[src/design/rcps_pkg.sv]
package rcps_pkg;

	// Ring geometry and pulse limits.
	localparam int LIGHT_COUNT = 16;
	localparam int MAX_PULSES = 16;
	localparam int PULSE_CAP = (LIGHT_COUNT < MAX_PULSES) ? LIGHT_COUNT : MAX_PULSES;
	localparam int POS_W = $clog2(LIGHT_COUNT);
	localparam int LC_W = $clog2(LIGHT_COUNT + 1);
	localparam int CNT_W = $clog2(PULSE_CAP + 1);

	// Field and register widths.
	localparam int TIME_W = 16;
	localparam int IDX_W = 4;
	localparam int GAIN_W = 4;
	localparam int CFG_IDX_W = 2;
	localparam int CFG_DATA_W = 16;

	// Fixed-point widths: ramp Q1.16, rate signed Q.16, unwrapped phase signed Q.16.
	localparam int RAMP_W = 17;
	localparam int RATE_W = 22;
	localparam int PHASE_W = 23;
	localparam int TGT_W = PHASE_W + LC_W - 16;
	localparam int DIFF_W = TGT_W + 1;

	localparam logic [RAMP_W-1:0] RAMP_ONE = 17'd65536;
	localparam logic [RAMP_W-1:0] RAMP_RESET = 17'd65536;
	localparam logic [15:0] RAMP_RATE_RESET = 16'd6554;
	localparam logic [GAIN_W-1:0] GAIN_RESET = 4'd6;
	localparam logic [3:0] OFFSET_RESET = 4'b1101;

	// Command queue between classifier and pulse emitter.
	localparam int QUEUE_DEPTH = 2;
	localparam int QPTR_W = $clog2(QUEUE_DEPTH);
	localparam int QCNT_W = $clog2(QUEUE_DEPTH + 1);

	// Configuration register indexes.
	localparam logic [CFG_IDX_W-1:0] CFG_RAMP_RATE = 2'd0;
	localparam logic [CFG_IDX_W-1:0] CFG_SPEED_GAIN = 2'd1;
	localparam logic [CFG_IDX_W-1:0] CFG_SPEED_OFFSET = 2'd2;

	typedef enum logic [2:0] {
		ST_IDLE,
		ST_RATE,
		ST_STEP,
		ST_TGT,
		ST_CLS
	} front_state_t;

	// One burst of pulses: starting ring position, direction and pulse count.
	typedef struct packed {
		logic [POS_W-1:0] first;
		logic             back_dir;
		logic [CNT_W-1:0] count;
	} cmd_t;

	function automatic logic [POS_W-1:0] pos_inc(input logic [POS_W-1:0] p);
		logic [POS_W-1:0] r;
		if (p == POS_W'(LIGHT_COUNT - 1)) begin
			r = '0;
		end else begin
			r = p + 1'b1;
		end
		return r;
	endfunction

	function automatic logic [POS_W-1:0] pos_dec(input logic [POS_W-1:0] p);
		logic [POS_W-1:0] r;
		if (p == '0) begin
			r = POS_W'(LIGHT_COUNT - 1);
		end else begin
			r = p - 1'b1;
		end
		return r;
	endfunction

	// Ring position as reported on the output: the low four bits.
	function automatic logic [IDX_W-1:0] to_index(input logic [POS_W-1:0] p);
		logic [POS_W+IDX_W-1:0] w;
		w = {{IDX_W{1'b0}}, p};
		return w[IDX_W-1:0];
	endfunction

endpackage

[src/design/rcps_front.sv]
module rcps_front (
	input  logic                               clk,
	input  logic                               arst_n,
	input  logic                               cfg_valid,
	input  logic [rcps_pkg::CFG_IDX_W-1:0]     cfg_index,
	input  logic [rcps_pkg::CFG_DATA_W-1:0]    cfg_data,
	input  logic                               in_valid,
	output logic                               in_stall,
	input  logic [rcps_pkg::TIME_W-1:0]        elapsed_time,
	output logic                               q_push,
	output rcps_pkg::cmd_t                     q_cmd,
	input  logic                               q_full
);

	rcps_pkg::front_state_t state_q, state_d;

	// Configuration.
	logic [15:0] ramp_rate_q;
	logic [rcps_pkg::GAIN_W-1:0] speed_gain_q;
	logic [3:0] speed_offset_q;

	// Architectural state.
	logic [15:0] ring_phase_q;
	logic [rcps_pkg::RAMP_W-1:0] speed_ramp_q;
	logic [rcps_pkg::POS_W-1:0] active_pos_q;
	logic pos_valid_q;

	// Sequencer work registers.
	logic [rcps_pkg::TIME_W-1:0] elapsed_q;
	logic signed [rcps_pkg::RATE_W-1:0] rate_q;
	logic signed [rcps_pkg::RATE_W-1:0] step_q;
	logic signed [rcps_pkg::TGT_W-1:0] target_q;
	logic [rcps_pkg::POS_W-1:0] pos_new_q;
	logic [15:0] ring_new_q;

	logic in_accept;
	logic cls_done;
	logic cls_emit;

	// Rate and ramp update.
	logic [rcps_pkg::RAMP_W-1:0] folded;
	logic [rcps_pkg::RAMP_W+rcps_pkg::GAIN_W-1:0] fold_gain;
	logic signed [rcps_pkg::RATE_W-1:0] rate;
	logic [31:0] ramp_prod;
	logic [rcps_pkg::RAMP_W:0] ramp_sum;
	logic [rcps_pkg::RAMP_W-1:0] ramp_next;

	// Phase step and target.
	logic signed [38:0] step_prod;
	logic signed [rcps_pkg::PHASE_W-1:0] phase;
	logic signed [rcps_pkg::PHASE_W+rcps_pkg::LC_W:0] phase_l;
	logic [15+rcps_pkg::LC_W:0] ring_l;

	// Classification.
	logic signed [rcps_pkg::TGT_W-1:0] cur;
	logic signed [rcps_pkg::DIFF_W-1:0] diff;
	logic signed [rcps_pkg::DIFF_W:0] adj;
	logic [rcps_pkg::DIFF_W-1:0] span;
	logic [rcps_pkg::DIFF_W:0] adj_abs;
	logic [rcps_pkg::DIFF_W+1:0] count_raw;
	logic [rcps_pkg::DIFF_W+1:0] count_cap;
	logic span_big;
	logic dir_back;
	logic [rcps_pkg::POS_W-1:0] cur_mod;
	logic [rcps_pkg::POS_W-1:0] base_pos;

	assign in_accept = in_valid && !in_stall;

	assign folded = (speed_ramp_q > rcps_pkg::RAMP_ONE)
		? ((rcps_pkg::RAMP_ONE << 1) - speed_ramp_q) : speed_ramp_q;
	assign fold_gain = folded * speed_gain_q;
	assign rate = $signed({1'b0, fold_gain})
		+ $signed({{(rcps_pkg::RATE_W - 20){speed_offset_q[3]}}, speed_offset_q, 16'b0});
	assign ramp_prod = ramp_rate_q * elapsed_q;
	assign ramp_sum = {1'b0, speed_ramp_q} + {2'b0, ramp_prod[31:16]};
	assign ramp_next = ramp_sum[rcps_pkg::RAMP_W] ? '0 : ramp_sum[rcps_pkg::RAMP_W-1:0];

	assign step_prod = $signed({1'b0, elapsed_q}) * rate_q;

	assign phase = $signed({7'b0, ring_phase_q})
		+ $signed({step_q[rcps_pkg::RATE_W-1], step_q});
	assign phase_l = phase * $signed({1'b0, rcps_pkg::LC_W'(rcps_pkg::LIGHT_COUNT)});
	assign ring_l = phase[15:0] * rcps_pkg::LC_W'(rcps_pkg::LIGHT_COUNT);

	always_comb begin
		cur = pos_valid_q
			? $signed({{(rcps_pkg::TGT_W - rcps_pkg::POS_W){1'b0}}, active_pos_q}) : '1;
		cur_mod = pos_valid_q ? active_pos_q : rcps_pkg::POS_W'(rcps_pkg::LIGHT_COUNT - 1);
		dir_back = rate_q[rcps_pkg::RATE_W-1];
		diff = $signed({target_q[rcps_pkg::TGT_W-1], target_q})
			- $signed({cur[rcps_pkg::TGT_W-1], cur});
		span = diff[rcps_pkg::DIFF_W-1] ? rcps_pkg::DIFF_W'(-diff) : rcps_pkg::DIFF_W'(diff);
		adj = dir_back ? ($signed({diff[rcps_pkg::DIFF_W-1], diff}) + $signed(2'sb01))
			: ($signed({diff[rcps_pkg::DIFF_W-1], diff}) - $signed(2'sb01));
		adj_abs = adj[rcps_pkg::DIFF_W] ? (rcps_pkg::DIFF_W + 1)'(-adj)
			: (rcps_pkg::DIFF_W + 1)'(adj);
		span_big = span > rcps_pkg::DIFF_W'(rcps_pkg::LIGHT_COUNT);
		// A jump beyond a whole ring ends at the target after one full lap.
		if (span_big) begin
			count_raw = (rcps_pkg::DIFF_W + 2)'(rcps_pkg::LIGHT_COUNT);
			base_pos = pos_new_q;
		end else begin
			count_raw = {1'b0, adj_abs} + 1'b1;
			base_pos = cur_mod;
		end
		count_cap = (count_raw > (rcps_pkg::DIFF_W + 2)'(rcps_pkg::PULSE_CAP))
			? (rcps_pkg::DIFF_W + 2)'(rcps_pkg::PULSE_CAP) : count_raw;
		q_cmd.first = dir_back ? rcps_pkg::pos_dec(base_pos) : rcps_pkg::pos_inc(base_pos);
		q_cmd.back_dir = dir_back;
		q_cmd.count = count_cap[rcps_pkg::CNT_W-1:0];
	end

	assign cls_emit = (diff != '0);
	assign cls_done = (state_q == rcps_pkg::ST_CLS) && (!cls_emit || !q_full);
	assign q_push = cls_done && cls_emit;

	always_ff @(posedge clk or negedge arst_n) begin
		if (!arst_n) begin
			state_q <= rcps_pkg::ST_IDLE;
		end else begin
			state_q <= state_d;
		end
	end

	always_comb begin
		state_d = state_q;
		in_stall = 1'b1;
		case (state_q)
			rcps_pkg::ST_IDLE: begin
				in_stall = 1'b0;
				if (in_valid) begin
					state_d = rcps_pkg::ST_RATE;
				end
			end
			rcps_pkg::ST_RATE: state_d = rcps_pkg::ST_STEP;
			rcps_pkg::ST_STEP: state_d = rcps_pkg::ST_TGT;
			rcps_pkg::ST_TGT:  state_d = rcps_pkg::ST_CLS;
			rcps_pkg::ST_CLS: begin
				if (cls_done) begin
					state_d = rcps_pkg::ST_IDLE;
				end
			end
			default: state_d = rcps_pkg::ST_IDLE;
		endcase
	end

	always_ff @(posedge clk or negedge arst_n) begin
		if (!arst_n) begin
			ramp_rate_q <= rcps_pkg::RAMP_RATE_RESET;
			speed_gain_q <= rcps_pkg::GAIN_RESET;
			speed_offset_q <= rcps_pkg::OFFSET_RESET;
			ring_phase_q <= '0;
			speed_ramp_q <= rcps_pkg::RAMP_RESET;
			active_pos_q <= '0;
			pos_valid_q <= 1'b0;
		end else begin
			if (cfg_valid) begin
				case (cfg_index)
					rcps_pkg::CFG_RAMP_RATE:    ramp_rate_q <= cfg_data;
					rcps_pkg::CFG_SPEED_GAIN:   speed_gain_q <= cfg_data[rcps_pkg::GAIN_W-1:0];
					rcps_pkg::CFG_SPEED_OFFSET: speed_offset_q <= cfg_data[3:0];
					default: ;
				endcase
			end
			// The rate is taken from the ramp before it grows.
			if (state_q == rcps_pkg::ST_RATE) begin
				speed_ramp_q <= ramp_next;
			end
			if (cls_done) begin
				ring_phase_q <= ring_new_q;
				if (cls_emit) begin
					active_pos_q <= pos_new_q;
					pos_valid_q <= 1'b1;
				end
			end
		end
	end

	always_ff @(posedge clk) begin
		if (in_accept) begin
			elapsed_q <= elapsed_time;
		end
		if (state_q == rcps_pkg::ST_RATE) begin
			rate_q <= rate;
		end
		if (state_q == rcps_pkg::ST_STEP) begin
			step_q <= step_prod[37:16];
		end
		if (state_q == rcps_pkg::ST_TGT) begin
			target_q <= phase_l[rcps_pkg::PHASE_W+rcps_pkg::LC_W-1:16];
			ring_new_q <= phase[15:0];
			pos_new_q <= ring_l[15+rcps_pkg::POS_W:16];
		end
	end

	a_push_count: assert property (@(posedge clk) disable iff (!arst_n)
		q_push |-> (q_cmd.count != '0)
			&& (q_cmd.count <= rcps_pkg::CNT_W'(rcps_pkg::PULSE_CAP)))
		else $error("pushed command has a bad pulse count");

	a_accept_seq: assert property (@(posedge clk) disable iff (!arst_n)
		in_accept |=> (state_q == rcps_pkg::ST_RATE))
		else $error("accepted transaction did not start the sequence");

	a_valid_sticky: assert property (@(posedge clk) disable iff (!arst_n)
		!$fell(pos_valid_q))
		else $error("position valid dropped");

endmodule

[src/design/rcps_queue.sv]
module rcps_queue (
	input  logic           clk,
	input  logic           arst_n,
	input  logic           push,
	input  rcps_pkg::cmd_t push_cmd,
	output logic           full,
	input  logic           pop,
	output rcps_pkg::cmd_t pop_cmd,
	output logic           empty
);

	rcps_pkg::cmd_t entry_q [rcps_pkg::QUEUE_DEPTH];
	logic [rcps_pkg::QPTR_W-1:0] wr_ptr_q;
	logic [rcps_pkg::QPTR_W-1:0] rd_ptr_q;
	logic [rcps_pkg::QCNT_W-1:0] fill_q;
	logic do_push;
	logic do_pop;

	assign full = (fill_q == rcps_pkg::QCNT_W'(rcps_pkg::QUEUE_DEPTH));
	assign empty = (fill_q == '0);
	assign do_push = push && !full;
	assign do_pop = pop && !empty;
	assign pop_cmd = entry_q[rd_ptr_q];

	always_ff @(posedge clk or negedge arst_n) begin
		if (!arst_n) begin
			wr_ptr_q <= '0;
			rd_ptr_q <= '0;
			fill_q <= '0;
		end else begin
			if (do_push) begin
				wr_ptr_q <= (wr_ptr_q == rcps_pkg::QPTR_W'(rcps_pkg::QUEUE_DEPTH - 1))
					? '0 : wr_ptr_q + 1'b1;
			end
			if (do_pop) begin
				rd_ptr_q <= (rd_ptr_q == rcps_pkg::QPTR_W'(rcps_pkg::QUEUE_DEPTH - 1))
					? '0 : rd_ptr_q + 1'b1;
			end
			if (do_push && !do_pop) begin
				fill_q <= fill_q + 1'b1;
			end else if (do_pop && !do_push) begin
				fill_q <= fill_q - 1'b1;
			end
		end
	end

	always_ff @(posedge clk) begin
		if (do_push) begin
			entry_q[wr_ptr_q] <= push_cmd;
		end
	end

endmodule

[src/design/rcps_back.sv]
module rcps_back (
	input  logic                         clk,
	input  logic                         arst_n,
	output logic                         q_pop,
	input  rcps_pkg::cmd_t               q_cmd,
	input  logic                         q_empty,
	output logic                         out_valid,
	input  logic                         out_stall,
	output logic [rcps_pkg::IDX_W-1:0]   light_index,
	output logic                         last_pulse
);

	logic busy_q;
	logic [rcps_pkg::CNT_W-1:0] rem_q;
	logic [rcps_pkg::POS_W-1:0] pos_q;
	logic back_dir_q;
	logic out_valid_q;
	logic [rcps_pkg::IDX_W-1:0] index_q;
	logic last_q;
	logic out_free;

	assign out_free = !out_valid_q || !out_stall;
	assign q_pop = !busy_q && !q_empty;

	assign out_valid = out_valid_q;
	assign light_index = index_q;
	assign last_pulse = last_q;

	always_ff @(posedge clk or negedge arst_n) begin
		if (!arst_n) begin
			busy_q <= 1'b0;
			rem_q <= '0;
			out_valid_q <= 1'b0;
		end else begin
			if (q_pop) begin
				busy_q <= 1'b1;
				rem_q <= q_cmd.count;
			end else if (out_free && busy_q) begin
				rem_q <= rem_q - 1'b1;
				busy_q <= (rem_q != rcps_pkg::CNT_W'(1));
			end
			if (out_free) begin
				out_valid_q <= busy_q;
			end
		end
	end

	always_ff @(posedge clk) begin
		if (q_pop) begin
			pos_q <= q_cmd.first;
			back_dir_q <= q_cmd.back_dir;
		end else if (out_free && busy_q) begin
			pos_q <= back_dir_q ? rcps_pkg::pos_dec(pos_q) : rcps_pkg::pos_inc(pos_q);
		end
		if (out_free && busy_q) begin
			index_q <= rcps_pkg::to_index(pos_q);
			last_q <= (rem_q == rcps_pkg::CNT_W'(1));
		end
	end

	a_busy_rem: assert property (@(posedge clk) disable iff (!arst_n)
		busy_q |-> (rem_q != '0))
		else $error("emitter busy with no pulses left");

	a_pop_idle: assert property (@(posedge clk) disable iff (!arst_n)
		q_pop |-> !busy_q)
		else $error("command taken while a burst is running");

	a_last_flag: assert property (@(posedge clk) disable iff (!arst_n)
		(busy_q && out_free && (rem_q == rcps_pkg::CNT_W'(1)))
			|=> (out_valid_q && last_q && !busy_q))
		else $error("final pulse of a burst not flagged");

endmodule

[src/design/ring_chase_pulse_sequencer_top.sv]
// Ring chase pulse sequencer. Each input transaction carries the time since the previous
// tick (Q0.16 seconds). The block folds its speed ramp into a triangle, applies the gain
// and offset to get a signed rotation rate, advances the ring phase, and emits one output
// transaction per light position crossed, in the direction of the rate, with last_pulse
// set on the final one of the tick; a tick that crosses no position produces nothing.
// The front sequencer works through accept, rate, phase step, target and classify states
// for each tick, a chain of registered multiplies. The emitter behind a two-entry
// command queue sends one pulse per cycle while the output is not stalled, after a
// separate load step for each burst; a burst holds up to sixteen pulses, a full ring.
// Configuration writes are accepted in any cycle (cfg_ready is always high) but must
// only be issued while the block is idle; index 3 is ignored.
module ring_chase_pulse_sequencer_top (
	input  logic                              clk,
	input  logic                              arst_n,

	// Configuration write channel.
	input  logic                              cfg_valid,
	output logic                              cfg_ready,
	input  logic [rcps_pkg::CFG_IDX_W-1:0]    cfg_index,
	input  logic [rcps_pkg::CFG_DATA_W-1:0]   cfg_data,

	// Tick input.
	input  logic                              in_valid,
	output logic                              in_stall,
	input  logic [rcps_pkg::TIME_W-1:0]       elapsed_time,

	// Pulse output.
	output logic                              out_valid,
	input  logic                              out_stall,
	output logic [rcps_pkg::IDX_W-1:0]        light_index,
	output logic                              last_pulse
);

	// Commands between the classifier and the emitter.
	rcps_pkg::cmd_t push_cmd;
	rcps_pkg::cmd_t pop_cmd;
	logic q_push;
	logic q_full;
	logic q_pop;
	logic q_empty;

	// Register writes never wait.
	assign cfg_ready = 1'b1;

	// The front computes the rate and target and turns each tick into at most one burst
	// command. It holds in its classify state while the queue is full and it has a command to push.
	rcps_front u_front (
		.clk          (clk),
		.arst_n       (arst_n),
		.cfg_valid    (cfg_valid),
		.cfg_index    (cfg_index),
		.cfg_data     (cfg_data),
		.in_valid     (in_valid),
		.in_stall     (in_stall),
		.elapsed_time (elapsed_time),
		.q_push       (q_push),
		.q_cmd        (push_cmd),
		.q_full       (q_full)
	);

	// The queue lets the next tick be worked out while a burst is still being sent.
	rcps_queue u_queue (
		.clk      (clk),
		.arst_n   (arst_n),
		.push     (q_push),
		.push_cmd (push_cmd),
		.full     (q_full),
		.pop      (q_pop),
		.pop_cmd  (pop_cmd),
		.empty    (q_empty)
	);

	// The back walks the ring from the first position, one output transaction per step,
	// through a registered output stage that holds under stall.
	rcps_back u_back (
		.clk         (clk),
		.arst_n      (arst_n),
		.q_pop       (q_pop),
		.q_cmd       (pop_cmd),
		.q_empty     (q_empty),
		.out_valid   (out_valid),
		.out_stall   (out_stall),
		.light_index (light_index),
		.last_pulse  (last_pulse)
	);

endmodule

[config.mk]
export PLATFORM = sky130hd
export DESIGN_NAME = ring_chase_pulse_sequencer_top
export DESIGN_NICKNAME = d
export VERILOG_FILES = /design/src/design/rcps_pkg.sv /design/src/design/rcps_front.sv /design/src/design/rcps_queue.sv /design/src/design/rcps_back.sv /design/src/design/ring_chase_pulse_sequencer_top.sv
export SDC_FILE = /design/constraint.sdc
export NUM_CORES = 2
export LEC_CHECK = 0
export BUFFER_PORTS_ARGS = -buffer_cell sky130_fd_sc_hd__buf_2
export CAP_MARGIN = 10
export CORE_MARGIN = 2
export CORE_UTILIZATION = 35
export CTS_CLUSTER_SIZE = 30
export DETAILED_ROUTE_END_ITERATION = 10
export SYNTH_ARGS = -nofsm -noshare
export SYNTH_HDL_FRONTEND = slang
export SYNTH_SLANG_ARGS = --single-unit
[constraint.sdc]
create_clock -name clk -period 23.6 [get_ports clk]
set_input_delay 2.36 -clock clk [delete_from_list [all_inputs] [get_ports clk]]
set_output_delay 2.36 -clock clk [all_outputs]
set_load 0.05 [all_outputs]
==> qor.yml <==
outcome:
  run_status: "finished clean"
worst_setup_path:
  crit_path_max_fanout: 38
  critical_path_arrival_ns: 9.22
  crit_family: "adder cells"
  critical_path_required_ns: 24.04
  timing.setup.critical_path_class: "reg -> reg"
  critical_path.n_buffers_inverters: 6
  cpPeakStageDelay_ns: 0.59
  timing.critical_path.mode_cell: "fa_1"
  startpoint_type: "flip-flop"
  critPathSlowestCell: "o41ai_1"
  critical_path.endpoint_type: "flip-flop"
sta:
  rsz0062_at_grt: "false"
  finalHoldViolCount: 0
  slew_viol_final: 0
  achievable-frequency_ghz: 0.114
  timing.final.crit_period_ns: 8.78
  final.period_utilization_pct: 37.2
  fin_setup_tns_ns: 0
  final.setup_skew_ns: 0.0169
  timing.final.setup_violations: 0
  relative_slew_slack_pct: 27.1
  worstMarginPinSlew_ns: 1.09
clock_tree:
  cts_tree: "built"
  clkSlewWorstSetupHoldPaths_ns: 0.08
  post-cts-setup-buffers: 0
  cts.path.max_buffers: 2
  cts.root.buffer_cell: "clkbuf_16"
  postCtsResizedCells: 0
  cts_inserted_buffers: 17
  clock_latency_ns: 0.50
  htree_levels: 4
  clkSinkCount: 189
  hold_buffers: 0
route:
  first_iter_violations: 1271
  wirelength_microns: 73600
  post_drt_via_cell_ratio: 4.85
  remaining_drc_errors: 0
  postRouteAntennaNets: 0
  routedWlPerCell_microns: 15.6
  detailroute.via_count: 22900
  detail_route.first_pass.iterations: 6
finish:
  most_common_cell_after_layout_fill_and_taps_aside: "inv_1"
  nFillCells: 9486
  final_cell_mix: "687 x inv_1, 570 x fa_1, 466 x nand2_1, 292 x ha_1, 281 x and2_1"
  finalInstanceArea_sq_um: 35300
  final_layout_size_suffix_gt1_share_pct: 5.42
  area_delta_synth_final_pct: 6.43
  nets: 4356
placement:
  post-dp-hpwl_microns: 59500
  buffer_ports.inserted: 45
  gp_congestion: 0.823
  placed_cell_area_sq_um: 34600
yosys:
  synth.net_count: 4396
  number_of_flops_mapped_to_enable_cells_by_yosys: 113
  dominant_combinational_cell_family_by_area_after_synthesis: "adder cells"
  synthDistinctLibCells: 88
  ys_warn_count: 0
  synth_xor_xnor_area_share_pct: 4.16
  postSynth.topFlopCell: "edfxtp_1"
  synth-adder-area-share_pct: 45.5
  postSynthAreaPerCell_sq_um: 9.48
  synth-seq-area-share_pct: 16.0
  synth-async-reset-ratio_pct: 40.2
  synthesis.instances: 3495
  synth.ff_latch_count: 189
  synth_area_sq_um: 33100
  post_synth_mux_area_share_pct: 2.06
  synthSimpleGateAreaFrac_pct: 15.6
  synth_compound_gate_area_share_pct: 7.38
global_route:
  grt_start_max_net_pins: 42
  use_met3_pct: 2.32
  antenna_found_initial: 1
  groute.usage.overall_pct: 16.0
  grt_first_pass_wirelength_microns: 127000
  globalRoute.totalOverflow: 0
  grt-busiest-layer: "met2"
  grt.met2_usage_pct: 26.8
  first_global_vias: 24600
  gr-usage-met1_pct: 21.7
die:
  core-area_sq_um: 93600
  design.die.area_sq_um: 97200
  die_w_microns: 312
  initial_core_util_pct: 35.4
  fp.dieH_microns: 312
  fp-row-count: 112
  ios: 47
min_path:
  hp-class: "reg -> reg"
flow_run:
  drv.max_cap_violation_count: 0
## per-stage QoR
stage / worst slack, ns / util (%) / hold WS (ns) / instances
3_3_place_gp: 14.94 / 37.0 / 0.456 / 4690
3_5_place_dp: 14.92 / 37.0 / 0.464 / 4690
5_1_grt: 14.23 / 37.7 / 0.498 / 4722
2_1_floorplan: 15.42 / - / 0.454 / 3495
4_1_cts: 14.84 / 37.7 / 0.484 / 4722
6_report: 14.82 / 37.7 / 0.480 / 4723
## cell families (layout without fill, tap and decap cells)
| kind of cell | Yosys count | in the layout |
|---|---|---|
| other | 1 | 2 |
| muxes | 61 | 61 |
| adders and majority gates | 862 | 862 |
| buffers and inverters | 820 | 793 |
| and+or+nand+nor | 1052 | 1052 |
| xor gates and xnor gates | 153 | 153 |
| DFF | 189 | 189 |
| AOI/OAI and AO/OA | 357 | 357 |
## cell type report
type,count,area (sq um),share of cell area [%]
Clock inverter,15,198,0.560
Sequential cell,189,5310,15.1
Clock buffer,17,425,1.21
Antenna cell,1,2.50,0.00709
Inverter,688,2580,7.32
Tap cell,1254,1570,4.45
Multi-Input combinational cell,2486,24700,70.2
Timing Repair Buffer,73,438,1.24
## cells in the mapped netlist, types with 7 or more instances
| cell type | instances | area share [%] |
|---|---|---|
| nand3_1 | 33 | 0.50 |
| xnor2_1 | 108 | 2.9 |
| or3_1 | 16 | 0.30 |
| o31ai_1 | 9 | 0.20 |
| nand4_1 | 9 | 0.17 |
| dfstp_2 | 13 | 1.0 |
| edfxtp_1 | 113 | 10 |
| o21ai_0 | 67 | 1.0 |
| o21bai_1 | 17 | 0.39 |
| mux2i_1 | 13 | 0.39 |
| nand2_1 | 466 | 5.3 |
| a22o_1 | 18 | 0.48 |
| nor2_1 | 96 | 1.1 |
| xor2_1 | 41 | 1.1 |
| nor2b_1 | 19 | 0.36 |
| nor3_1 | 43 | 0.65 |
| nand2b_1 | 20 | 0.38 |
| o21a_1 | 17 | 0.39 |
| inv_1 | 687 | 7.8 |
| a21oi_1 | 87 | 1.3 |
| a31oi_1 | 11 | 0.21 |
| ha_1 | 292 | 11 |
| dfrtp_1 | 63 | 4.8 |
| and3_1 | 18 | 0.34 |
| mux2_2 | 46 | 1.6 |
| nor4_1 | 9 | 0.17 |
| o211ai_1 | 10 | 0.23 |
| a211oi_1 | 14 | 0.32 |
| a21o_1 | 35 | 0.79 |
| or4_1 | 7 | 0.16 |
| clkbuf_1 | 120 | 1.4 |
| fa_1 | 570 | 34 |
| and2_1 | 281 | 5.3 |
## state kept, by name, indices dropped and copies added, names as in the netlist, 4 cells and up
register	flops
u_front.target_q	8
u_front.ring_phase_q	16
u_front.active_pos_q	4
u_front.elapsed_q	16
u_front.ring_new_q	15
u_back.rem_q	5
u_front.ramp_rate_q	16
u_back.pos_q	4
u_front.speed_offset_q	4
u_front.step_q	22
u_front.rate_q	22
u_back.light_index	4
u_queue.entry_q	20
u_front.speed_gain_q	4
u_front.speed_ramp_q	17
## per-layer routing
| layer | vias up | share of wire, % |
|---|---|---|
| met1 | 11600 | 46 |
| met2 | 385 | 48 |
| met3 | 74 | 4.0 |
| li1 | 10900 | - |
| met4 | 0 | 1.9 |
| met5 | - | 0 |
## path summary, 6_finish.rpt
kind | startpoint | endpoint | slack, ns | cells past startpoint
min | u_front.ring_new_q[8] | u_front.ring_phase_q[8] | 0.48 | 1
min reg2reg | u_front.ring_new_q[8] | u_front.ring_phase_q[8] | 0.48 | 1
max reg2reg | u_front.elapsed_q[9] | u_front.speed_ramp_q[16] | 14.82 | 33
max | u_front.elapsed_q[9] | u_front.speed_ramp_q[16] | 14.82 | 33
min in group asynchronous | arst_n | u_front.ring_phase_q[1] | 1.83 | 1
max in group asynchronous | arst_n | u_front.speed_ramp_q[13] | 20.71 | 2
Power is left out: the tool's default activity adds up to more than one toggle a clock period on the data nets, which glitch-free logic cannot reach.
